**config.mk**
```make
export PLATFORM = sky130hd
export DESIGN_NAME = atcr_esc_decode
export DESIGN_NICKNAME = d
export VERILOG_FILES = /design/src/design/ansi_text_console_renderer_macros.svh /design/src/design/atcr_pkg.sv /design/src/design/atcr_esc_decode.sv
export SDC_FILE = /design/constraint.sdc
export NUM_CORES = 1
export LEC_CHECK = 0
export BUFFER_PORTS_ARGS = -buffer_cell sky130_fd_sc_hd__clkbuf_2
export CAP_MARGIN = 20
export CORE_MARGIN = 5
export CORE_UTILIZATION = 40
export DETAILED_ROUTE_END_ITERATION = 16
export PLACE_DENSITY = 0.82
export SLEW_MARGIN = 20
export SYNTH_ARGS = -nofsm -noshare
export SYNTH_HDL_FRONTEND = slang
export SYNTH_SLANG_ARGS = --single-unit
```
**constraint.sdc**
```tcl
create_clock -name vclk -period 3.5
set_input_delay 0.35 -clock vclk [all_inputs]
set_output_delay 0.35 -clock vclk [all_outputs]
set_load 0.03 [all_outputs]
```
**src/design/ansi_text_console_renderer_macros.svh**
```systemverilog
// Assertion macros shared by the console renderer RTL.
`ifndef ANSI_TEXT_CONSOLE_RENDERER_MACROS_SVH
`define ANSI_TEXT_CONSOLE_RENDERER_MACROS_SVH
`ifndef NO_ASSERTIONS
// Check a property outside of reset.
`define ATCR_ASSERT(label, prop) \
  label: assert property (@(posedge clk) disable iff (rst) prop) \
    else $error("atcr: assertion failed");
// Check a property at every edge, reset included.
`define ATCR_ASSERT_ALWAYS(label, prop) \
  label: assert property (@(posedge clk) prop) \
    else $error("atcr: assertion failed around reset");
`else
`define ATCR_ASSERT(label, prop)
`define ATCR_ASSERT_ALWAYS(label, prop)
`endif
`endif

```
**src/design/atcr_pkg.sv**
```systemverilog
`timescale 1ns / 1ps
package atcr_pkg;

  // Default geometry
  localparam int COLUMNS_DEF = 80;
  localparam int ROWS_DEF    = 24;

  // Fixed field widths
  localparam int CHAR_W  = 8;
  localparam int INDEX_W = 11;
  localparam int WORD_W  = 16;
  localparam int COLOR_W = 8;
  localparam int IN_TDATA_W  = 24;
  localparam int OUT_TDATA_W = 40;

  // Attribute values
  localparam logic [COLOR_W-1:0] COLOR_RESET  = 8'h07;
  localparam logic [COLOR_W-1:0] COLOR_BRIGHT = 8'h0f;
  localparam logic [COLOR_W-1:0] COLOR_INVERT = 8'h70;

  // Escape parser phases
  localparam logic [2:0] PH_NONE    = 3'd0;
  localparam logic [2:0] PH_ESC     = 3'd1;
  localparam logic [2:0] PH_BRACKET = 3'd2;
  localparam logic [2:0] PH_PARAM   = 3'd3;
  localparam logic [2:0] PH_COLOR   = 3'd4;

  // Character codes
  localparam logic [7:0] CH_BS     = 8'h08;
  localparam logic [7:0] CH_TAB    = 8'h09;
  localparam logic [7:0] CH_LF     = 8'h0a;
  localparam logic [7:0] CH_CR     = 8'h0d;
  localparam logic [7:0] CH_ESC    = 8'h1b;
  localparam logic [7:0] CH_SPACE  = 8'h20;
  localparam logic [7:0] CH_0      = 8'h30;
  localparam logic [7:0] CH_1      = 8'h31;
  localparam logic [7:0] CH_2      = 8'h32;
  localparam logic [7:0] CH_3      = 8'h33;
  localparam logic [7:0] CH_4      = 8'h34;
  localparam logic [7:0] CH_7      = 8'h37;
  localparam logic [7:0] CH_J      = 8'h4a;
  localparam logic [7:0] CH_LBRACK = 8'h5b;
  localparam logic [7:0] CH_M      = 8'h6d;

  // ANSI color digit to attribute nibble
  localparam logic [3:0] PALETTE [8] = '{4'd0, 4'd4, 4'd2, 4'd14, 4'd1, 4'd5, 4'd3, 4'd15};

  // Cursor movement requested by one put
  typedef enum logic [2:0] {
    CUR_HOLD,
    CUR_HOME,
    CUR_CR,
    CUR_LF,
    CUR_TAB,
    CUR_BS,
    CUR_ADV
  } cur_op_t;

  // Decoder result for one put
  typedef struct packed {
    logic [2:0]         phase_next;
    logic [7:0]         kind_next;
    logic [3:0]         pend_next;
    logic [COLOR_W-1:0] color_next;
    cur_op_t            cur_op;
    logic               write_char;
    logic               clear_screen;
  } esc_result_t;

endpackage

```
**src/design/atcr_esc_decode.sv**
```systemverilog
`timescale 1ns / 1ps
module atcr_esc_decode (
  input  logic [7:0]                  ch,
  input  logic [2:0]                  phase,
  input  logic [7:0]                  kind,
  input  logic [3:0]                  pend,
  input  logic [atcr_pkg::COLOR_W-1:0] color,
  output atcr_pkg::esc_result_t       res
);
  import atcr_pkg::*;

  logic consumed;

  // Advance the escape parser, fall back to control or printable handling
  always_comb begin
    res.phase_next   = phase;
    res.kind_next    = kind;
    res.pend_next    = pend;
    res.color_next   = color;
    res.cur_op       = CUR_HOLD;
    res.write_char   = 1'b0;
    res.clear_screen = 1'b0;
    consumed         = 1'b0;

    case (phase)
      PH_ESC: begin
        if (ch == CH_LBRACK) begin
          res.phase_next = PH_BRACKET;
          consumed       = 1'b1;
        end
      end
      PH_BRACKET: begin
        if (ch inside {CH_0, CH_1, CH_2, CH_3, CH_4, CH_7}) begin
          res.phase_next = PH_PARAM;
          res.kind_next  = ch;
          consumed       = 1'b1;
        end
      end
      PH_PARAM: begin
        if (ch inside {[CH_0:CH_7]}) begin
          if (kind == CH_3 || kind == CH_4) begin
            res.pend_next  = PALETTE[ch[2:0]];
            res.phase_next = PH_COLOR;
            consumed       = 1'b1;
          end
        end else if (ch == CH_J) begin
          if (kind == CH_2) begin
            res.clear_screen = 1'b1;
            res.cur_op       = CUR_HOME;
            res.phase_next   = PH_NONE;
            consumed         = 1'b1;
          end
        end else if (ch == CH_M) begin
          if (kind == CH_0) begin
            res.color_next = COLOR_RESET;
            res.phase_next = PH_NONE;
            consumed       = 1'b1;
          end else if (kind == CH_1) begin
            res.color_next = COLOR_BRIGHT;
            res.phase_next = PH_NONE;
            consumed       = 1'b1;
          end else if (kind == CH_7) begin
            res.color_next = COLOR_INVERT;
            res.phase_next = PH_NONE;
            consumed       = 1'b1;
          end
        end
      end
      PH_COLOR: begin
        if (ch == CH_M && kind == CH_3) begin
          res.color_next = {color[7:4], pend};
          res.phase_next = PH_NONE;
          consumed       = 1'b1;
        end else if (ch == CH_M && kind == CH_4) begin
          res.color_next = {pend, color[3:0]};
          res.phase_next = PH_NONE;
          consumed       = 1'b1;
        end
      end
      default: ;
    endcase

    // Handle the byte as a normal character when the parser did not take it
    if (!consumed) begin
      if (ch == CH_ESC) begin
        res.phase_next = PH_ESC;
      end else begin
        res.phase_next = PH_NONE;
        case (ch)
          CH_CR:   res.cur_op = CUR_CR;
          CH_LF:   res.cur_op = CUR_LF;
          CH_TAB:  res.cur_op = CUR_TAB;
          CH_BS:   res.cur_op = CUR_BS;
          default: begin
            res.cur_op     = CUR_ADV;
            res.write_char = 1'b1;
          end
        endcase
      end
    end
  end

endmodule

```
# == Yosys cells after proc, flatten, opt, wreduce, memory -nomap -nowiden ==
# Memories as Yosys holds them, arrays and structs flattened.
# Cells that the tools add are included.
# W data, S select, Z words.
# totals
regBits,0
rom_bits,32
inputBits,31
out_inout_bits,28
elab_cells,88
n_memories,1
# memory_table
name,depth,word_bits,read_ports,rd_clocked_by_memory_dff,wr,line_no,rtl
(no name shown),8,4,1,0,0,atcr_esc_decode.sv:42,res.pend_next = PALETTE[ch[2:0]];
# classes
n_lt_le_gt_ge,3
eq_ne,24
mux,53
n_bitwise,1
n_reduce_logical,6
# ops
op,count
$eq A8 B6 Y1 const B,12
$mux W8,8
$mux W3,14
$eq A8 B4 Y1 const B,4
$mux W4,7
$eq A8 B7 Y1 const B,3
$pmux W3 S4,2
$mux W11,2
$mux W1,18
$pmux W8 S2,1
$eq A8 B5 Y1 const B,1
$ge A8 B6 Y1 const B,1
$le A8 B6 Y1 const B,1
$eq A3 B2 Y1 const B,2
$reduce_bool A6 Y1,1
$ge A4 B4 Y1 const B,1
$not A3 Y4,1
$pmux W1 S4,1
$reduce_or A4 Y1,1
$eq A3 B1 Y1 const B,1
$eq A3 B3 Y1 const B,1
$logic_and A1 B1 Y1,3
$logic_or A1 B1 Y1,1

# == Depth between registers and ports, before layout ==
# Gate-level depths: netlist of the first run.
# depth
depth_word,10
mapped_depth,7
ltp_nobuf,5

# == Least setup slack after synthesis of the first run ==
# OpenSTA, ideal clock, no wires.
# synth_timing
path_type,input to output
start,in kind[2]
end,out res[16] (netlist bit)
t_arrival_ns,2.055
required_ns,3.150
path_slack_ns,1.095
path_stages,5
path_buffers,1
path_cell_list,buf_4 or3b_4 a211oi_2 nand4_2 o21ai_0
# synth_rtl
element,line_no,rtl
from (decl),atcr_esc_decode.sv:5,"input logic [7:0] kind,"
to (decl),atcr_esc_decode.sv:8,output atcr_pkg::esc_result_t res

==> summary.md, run 1 <==
| Metric | Value |
|---|---|
| Outcome | `finished clean` |
| Placed cells | `178` |
| Hold Buf Count CTS | `0` |
| Final setup fails | `0` |
| Normalized max-slew margin | `about 57%` |
| Syn_area_per_cell | `7.43 um^2` |
| # Post-CTS Setup Buffers | `0` |
| Number of fill cells in the layout | `180` |
| Logic pwr share | `between 90% and 100%` |
| Number of synthesis warnings | `0` |
| HPWL after DPL | `about 2300 um` |
| Starting density of the core | `~42%` |
| Initial antenna violation count | `0` |
| Most used routing layer | `met2` |
| Final wirelength | `~2700 um` |
| Horiz. Die Dim | `approximately 53 um` |
| Hold path start | `color[3]` |
| Layout Nets | `between 150 and 200` |
| Clock Power Share | `0%` |
| Max Fclk | `roughly 0.40 GHz` |
| Worst hold path type | `in -> out` |
| Synth area leaders | `mux2_2 7.7%, nand2_1 5.1%, nand4bb_1 4.6%` |
| Sequential share of the synthesized area | `0%` |
| Share of the synthesized area in the top cell type | `under 10%` |
| Die H | `52.9 um` |
| Global Route Usage Sum | `between 10% and 20%` |
| Layout area overhead | `40.3%` |
| Post-cts resize count | `0` |
| Tightest Pin Transition | `around 640 ps` |
| CP endpoint kind | `primary output` |
| Worst Path Required | `3150 ps` |
| Startpoint Class | `input pin` |
| Count leader, synth | `nand2_1` |
| Post-DRT Antenna Nets | `0` |
| Met1 Use GR | `between 20% and 30%` |
| Worst path most repeated cell | `clkbuf_2` |
| Antenna Cells | `0` |
| Reg power frac | `0%` |
| Synth Instances | `99` |
| Hold WS | `between 1000 and 1500 ps` |
| Non-Filler Instances | `between 150 and 200` |
| Cell family with most CP delay | `simple AND/OR/NAND/NOR gates` |
| GR Util met2 | `between 30% and 40%` |
| Overflow after GRT | `0` |
| Boundary Pins | `59` |
| Mapped Nets | `130` |
| Design area | `between 0.001 and 0.0015 mm^2` |
| Row count | `15` |
| Power per cell area | `slightly above 100 mW/mm^2` |
| Switching share of power | `about 63%` |
| Leak | `slightly above 0.5 nW` |
| Final worst path period share | `between 70% and 80%` |
| Max-cap viol count | `0` |
| Port bufs | `a little under 60` |
| Final min period | `approximately 2500 ps` |
| Vias/cell | `just under 6` |
| Synth cell count leaders | `10 x nand2_1, 8 x nor2_1, 5 x mux2_2` |
| Routability-driven placement congestion ratio | `0.853` |
| Clock buf count | `0` |
| Largest net degree at the start of global routing | `12` |
| Core area | `about 0.0017 mm^2` |
| Final TNS setup | `0 ps` |
| DR DRC count | `0` |
| Layout cells sized above 1 | `roughly half` |
| Via Count | `1034` |
| WP buf/inv | `2` |
| First-pass GRT wire length | `3910 um` |
| DP Area | `slightly above 0.001 mm^2` |
| CP startpoint | `phase[1]` |
| Yosys cell types | `42` |
| Hold Fails Final Rpt | `0` |
| 1st-iter DRT viols | `33` |
| Crit-path max cell delay | `roughly 500 ps` |
| Overall power | `between 0.1 and 0.15 mW` |
| Final core occ | `approximately three fifths` |
| Worst VDD drop | `~0.045 mV` |
| Final setup margin | `about 980 ps` |
| Wirelength per Cell | `~15 um` |
| Arrival time of the worst setup path | `2170 ps` |
| Sw power | `0.0669 mW` |
| Slew Viols, Final | `0` |
| Slowest cell on crit path | `nor4b_4` |
| Register Area | `0 um^2` |
| Vias in the first global route | `around 900` |
| Critical Setup Path Class | `in -> out` |
| Die ar. | `0.00280 mm^2` |
| Synthesized area | `736 um^2` |
| Power Internal | `around 0.04 mW` |
| 1st-pass router iterations | `4` |
| Synth area leader | `mux2_2` |
| RSZ-0062 raised after global routing | `no` |
| Worst path cell trace | `clkbuf_2 -> nor2b_1 -> nand4_1 -> nor4b_4 -> nor3b_1 -> a211o_1 -> clkbuf_2` |
| Met3 usage in global routing | `under 10%` |
| Place WS | `between 900 and 1000 ps` |
| Seq_cells | `0` |
| Crit path max fanout | `7` |
[worst paths after layout]
check / end / depth (start not counted)
worst max-delay path: res[10] / 7
worst min-delay path: res[8] / 4
[layout by cell type, fill, tap and decap left out, types with 2 or more instances in the layout]
master	n
nor2b_1	2
nand2_1	10
nand4bb_1	3
nand4b_1	2
nor3_1	2
or3b_2	2
a211o_1	3
nand3_1	4
and3_1	3
a221o_1	3
nand4_1	2
a211oi_1	3
a31o_2	2
o21ai_0	3
nor2_1	8
nand3b_1	4
a31oi_1	2
nor3b_1	4
mux2_2	5
and2_1	3
clkbuf_2	59
nor4_1	3
nand2b_1	3
[area by class of cell]
| class | instances | area [um^2] | area share (%) |
|---|---|---|---|
| multi-input cells | 94 | 706 | 68.4 |
| well taps | 25 | 31.3 | 3.03 |
| repair buffers | 59 | 295 | 28.6 |
[power groups by stage]
stage               clock [mW]  sequential, mW  combinational (mW)
floorplan                    0               0              0.0640
global placement             0               0               0.103
detailed placement           0               0               0.105
CTS                          0               0               0.105
global route                 0               0               0.113
finish                       0               0               0.106
[metal layers]
metal	wire [um]	share of wire, %
met2	1320	49
met1	1120	42
met3	226	8.5
met4	6	0.22
met5	0	0
[logic make-up after synthesis]
group / after synthesis / synth area share, %
mux: 7 / 10.5
xor+xnor: 1 / 1.19
buf+inv: 5 / 4.08
simple gates: 66 / 62.6
compound gates: 20 / 21.6
Power figures use the tool's default switching activity.
==> run 2, diff against run 1 <==
--- a/config.mk
+++ b/config.mk
@@ -8,9 +8,9 @@
 export BUFFER_PORTS_ARGS = -buffer_cell sky130_fd_sc_hd__clkbuf_2
 export CAP_MARGIN = 20
 export CORE_MARGIN = 5
-export CORE_UTILIZATION = 40
+export CORE_UTILIZATION = 38
 export DETAILED_ROUTE_END_ITERATION = 16
-export PLACE_DENSITY = 0.82
+export PLACE_DENSITY = 0.81
 export SLEW_MARGIN = 20
 export SYNTH_ARGS = -nofsm -noshare
 export SYNTH_HDL_FRONTEND = slang
==> constraint.sdc (replaced) <==
create_clock -name vclk -period 2.3
set_input_delay 0.23 -clock vclk [all_inputs]
set_output_delay 0.23 -clock vclk [all_outputs]
set_load 0.03 [all_outputs]
==> summary.md, run 2 (same netlist as run 1, synthesis figures left out) <==
| Metric | Value |
|---|---|
| Tightest Pin Transition | `roughly 580 ps` |
| Post-DRT Antenna Nets | `0` |
| Wirelength per Cell | `roughly 15 um` |
| Final wirelength | `approximately 2800 um` |
| Final worst path period share | `96.0%` |
| Layout cells sized above 1 | `51.9%` |
| DR DRC count | `0` |
| Port bufs | `59` |
| Clock buf count | `0` |
| Layout Nets | `~190` |
| Normalized max-slew margin | `61.2%` |
| Commonest non-fill, non-tap cell in the layout | `clkbuf_2` |
| Final setup fails | `0` |
| Global Route Usage Sum | `between 10% and 20%` |
| Power per cell area | `around 150 mW/mm^2` |
| Design area | `between 0.001 and 0.0015 mm^2` |
| Vias in the first global route | `949` |
| Most frequent cells in the layout | `59 x clkbuf_2, 10 x nand2_1, 8 x nor2_1, 7 x buf_4, 5 x mux2_2` |
| Seq_cells | `0` |
| Vias/cell | `between 5 and 6` |
| Routability-driven placement congestion ratio | `between 0.9 and 1` |
| DP Area | `0.00108 mm^2` |
| Crit path max fanout | `7` |
| First-pass GRT wire length | `around 4200 um` |
| Max Fclk | `0.453 GHz` |
| Hold depth | `4` |
| Placed cells | `~190` |
| Max-cap viol count | `0` |
| Horiz. Die Dim | `around 54 um` |
| Die ar. | `just under 0.003 mm^2` |
| Non-Filler Instances | `roughly 190` |
| Final min period | `about 2200 ps` |
| Hold WS | `between 800 and 900 ps` |
| Arrival time of the worst setup path | `~2000 ps` |
| Core area | `0.00190 mm^2` |
| Hold Fails Final Rpt | `0` |
| Row count | `16` |
| Leak | `about 0.55 nW` |
| CP endpoint kind | `primary output` |
| 1st-iter DRT viols | `23` |
| Overall power | `between 0.15 and 0.2 mW` |
| Outcome | `finished clean` |
| Hold path start | `color[7]` |
| Layout area overhead | `47.8%` |
| HPWL after DPL | `about 2400 um` |
| Starting density of the core | `roughly 39%` |
| Worst Path Required | `2070 ps` |
| Register Area | `0 um^2` |
| Worst hold path type | `in -> out` |
| Overflow after GRT | `0` |
| Initial antenna violation count | `0` |
| Boundary Pins | `between 50 and 60` |
| Die H | `~54 um` |
| Critical Setup Path Class | `in -> out` |
| Largest net degree at the start of global routing | `11` |
| Worst VDD drop | `roughly 0.065 mV` |
| Sink of the worst hold path | `res[12]` |
| Startpoint Class | `input pin` |
| 1st-pass router iterations | `4` |
| Antenna Cells | `0` |
| Hold Buf Count CTS | `0` |
| Slew Viols, Final | `0` |
| Via Count | `1045` |
[run 2: cell types whose count changed in the layout (fill, tap and decap cells not counted), sizes merged]
cell / before / now
buf: 0 / 7
[run 2: area by class of cell]
type / count / area (um^2)
tap: 27 / 33.8
fill: 178 / 815
multi-input combinational: 94 / 706
timing repair buffer: 66 / 348
[run 2: worst max-delay path by stage]
stage / from / to / slack (ps)
CTS: phase[1] / res[10] / 90
global placement: phase[1] / res[10] / 190
detailed placement: phase[1] / res[10] / 90
global route: phase[1] / res[10] / -10
finish: phase[1] / res[10] / 90
floorplan: kind[2] / res[16] / 130
[run 2: timing repair]
action | in CTS | in global routing
setup endpoints to repair | 0 | 3
resized for setup | 0 | 0
setup buffers | 0 | 1
[run 2: per-layer routing]
layer / vias up / part of all wire (%) / track usage (%)
met4: 0 / 0.75 / 2.07
li1: 520 / - / -
met2: 47 / 50 / 35.9
met1: 476 / 41 / 23.0
met5: - / 0 / 0
met3: 2 / 7.9 / 0
[run 2: critical path, stage by stage]
cell	delay [ps]
clkbuf_2	90
nor2b_1	320
nand4_1	290
nor4b_4	330
buf_4	180
nor3b_1	60
a211o_1	280
clkbuf_2	190
[run 2: where the power goes]
group | total (mW) | leakage [nW] | switching (mW) | internal (mW)
logic | 0.168 | 0.554 | 0.103 | 0.0645
registers | 0 | 0 | 0 | 0
clock network | 0 | 0 | 0 | 0
[run 2: through the flow]
stage	TNS [ps]	setup slack, ps	utilization, %
after global placement	0	191	56.8
after CTS	0	87.3	56.8
after detailed placement	0	85.6	56.8
after floorplan	0	135	-
after global routing	-11.1	-11.1	57.2
final	0	92.1	57.2
==> run 3, diff against run 2 <==
--- a/config.mk
+++ b/config.mk
@@ -7,10 +7,10 @@
 export LEC_CHECK = 0
 export BUFFER_PORTS_ARGS = -buffer_cell sky130_fd_sc_hd__clkbuf_2
 export CAP_MARGIN = 20
-export CORE_MARGIN = 5
-export CORE_UTILIZATION = 38
+export CORE_MARGIN = 2
+export CORE_UTILIZATION = 35
 export DETAILED_ROUTE_END_ITERATION = 16
-export PLACE_DENSITY = 0.81
+export PLACE_DENSITY = 0.76
 export SLEW_MARGIN = 20
 export SYNTH_ARGS = -nofsm -noshare
 export SYNTH_HDL_FRONTEND = slang
==> summary.md, run 3 (same netlist as run 1, synthesis figures left out) <==
| Metric | Value |
|---|---|
| RSZ-0062 raised after global routing | `no` |
| Logic pwr share | `100.0%` |
| DR DRC count | `0` |
| Worst hold path type | `in -> out` |
| Starting density of the core | `37.1%` |
| Switching share of power | `between 60% and 70%` |
| Layout area overhead | `45.1%` |
| Crit path max fanout | `10` |
| Layout Nets | `190` |
| DP Area | `approximately 0.0011 mm^2` |
| Clock Power Share | `0%` |
| Critical Setup Path Class | `in -> out` |
| Hold Fails Final Rpt | `0` |
| Die ar. | `0.00248 mm^2` |
| Final min period | `between 2000 and 2500 ps` |
| CP startpoint | `kind[2]` |
| Sw power | `between 0.1 and 0.15 mW` |
| 1st-iter DRT viols | `35` |
| Antenna Cells | `0` |
| Vias/cell | `between 5 and 6` |
| Number of fill cells in the layout | `a little under 200` |
| Leak | `roughly 0.54 nW` |
| Power Internal | `0.0623 mW` |
| Layout cells sized above 1 | `51.6%` |
| Worst VDD drop | `0.0727 mV` |
| Power per cell area | `between 150 and 200 mW/mm^2` |
| Final worst path period share | `between 90 and 100%` |
| Commonest non-fill, non-tap cell in the layout | `clkbuf_2` |
| Final TNS setup | `0 ps` |
| Max-cap viol count | `0` |
| Initial antenna violation count | `0` |
| Hold path start | `color[7]` |
| Via Count | `approximately 1100` |
| HPWL after DPL | `around 2200 um` |
| Tightest Pin Transition | `649 ps` |
| Global Route Usage Sum | `20.0%` |
| Slew Viols, Final | `0` |
| Startpoint Class | `input pin` |
| Place WS | `132 ps` |
| Core area | `just under 0.002 mm^2` |
| Hold Buf Count CTS | `0` |
| Routability-driven placement congestion ratio | `about 0.9` |
| Row count | `16` |
| Largest net degree at the start of global routing | `11` |
| Final wirelength | `between 2000 and 3000 um` |
| First-pass GRT wire length | `about 4100 um` |
| Wirelength per Cell | `roughly 14 um` |
| Most frequent cells in the layout | `59 x clkbuf_2, 10 x nand2_1, 8 x nor2_1, 5 x mux2_2` |
| Final setup margin | `138 ps` |
| Max Fclk | `about 0.46 GHz` |
| Port bufs | `between 50 and 60` |
| Overflow after GRT | `0` |
| Design area | `between 0.001 and 0.0015 mm^2` |
| Post-DRT Antenna Nets | `0` |
| Vias in the first global route | `between 900 and 1000` |
| Worst Path Required | `2070 ps` |
| Seq_cells | `0` |
| Reg power frac | `0%` |
| Post-cts resize count | `0` |
| Register Area | `0 um^2` |
| Final setup fails | `0` |
| Hold WS | `821 ps` |
| # Post-CTS Setup Buffers | `0` |
| Arrival time of the worst setup path | `between 1500 and 2000 ps` |
| Outcome | `finished clean` |
| Clock buf count | `0` |
| Die H | `~50 um` |
| Normalized max-slew margin | `56.3%` |
| 1st-pass router iterations | `4` |
| Horiz. Die Dim | `~50 um` |
| Boundary Pins | `59` |
| Multi-input logic area | `708 um^2` |
| CP endpoint kind | `primary output` |
-- run 3: cell types whose count changed in the layout (fill, tap and decap cells not counted) --
cell and delta:
buf_4 -3, nor2b_1 -1, nor2b_2 +1
-- run 3: power by group through the flow --
stage	sequential [mW]	clock, mW	combinational (mW)
2_1_floorplan	0	0	0.0974
3_3_place_gp	0	0	0.160
3_5_place_dp	0	0	0.163
4_1_cts	0	0	0.164
5_1_grt	0	0	0.176
6_report	0	0	0.164
-- run 3: worst max-delay path, cell delays in order --
cell	delay, ps
clkbuf_2	220
or3b_4	430
a211oi_2	290
nand4_2	220
mux2_1	350
clkbuf_2	180
-- run 3: final cells by class --
class	instances	area share (%)
Multi-Input combinational cell	94	66.4
Timing Repair Buffer	63	30.5
Tap cell	27	3.17
-- run 3: worst paths after layout --
path | to | slack (ps) | cells past startpoint
hold / removal | res[12] | 820 | 4
setup / recovery | res[15] | 140 | 6
-- run 3: per-layer routing --
metal | part of all wire (%) | GRT usage, % | wire length [um]
met5 | 0 | 0 | 0
met4 | 0.60 | 1.85 | 15
met3 | 8.2 | 1.52 | 207
met2 | 51 | 40.2 | 1290
met1 | 40 | 23.3 | 1010
-- run 3: metrics by stage --
step                      utilization [%]  instances  power (mW)
after floorplan                         -         99      0.0974
after CTS                            53.7        184       0.164
after detailed placement             53.7        184       0.163
after global routing                 53.9        184       0.176
final                                53.9        184       0.164
after global placement               53.7        184       0.160
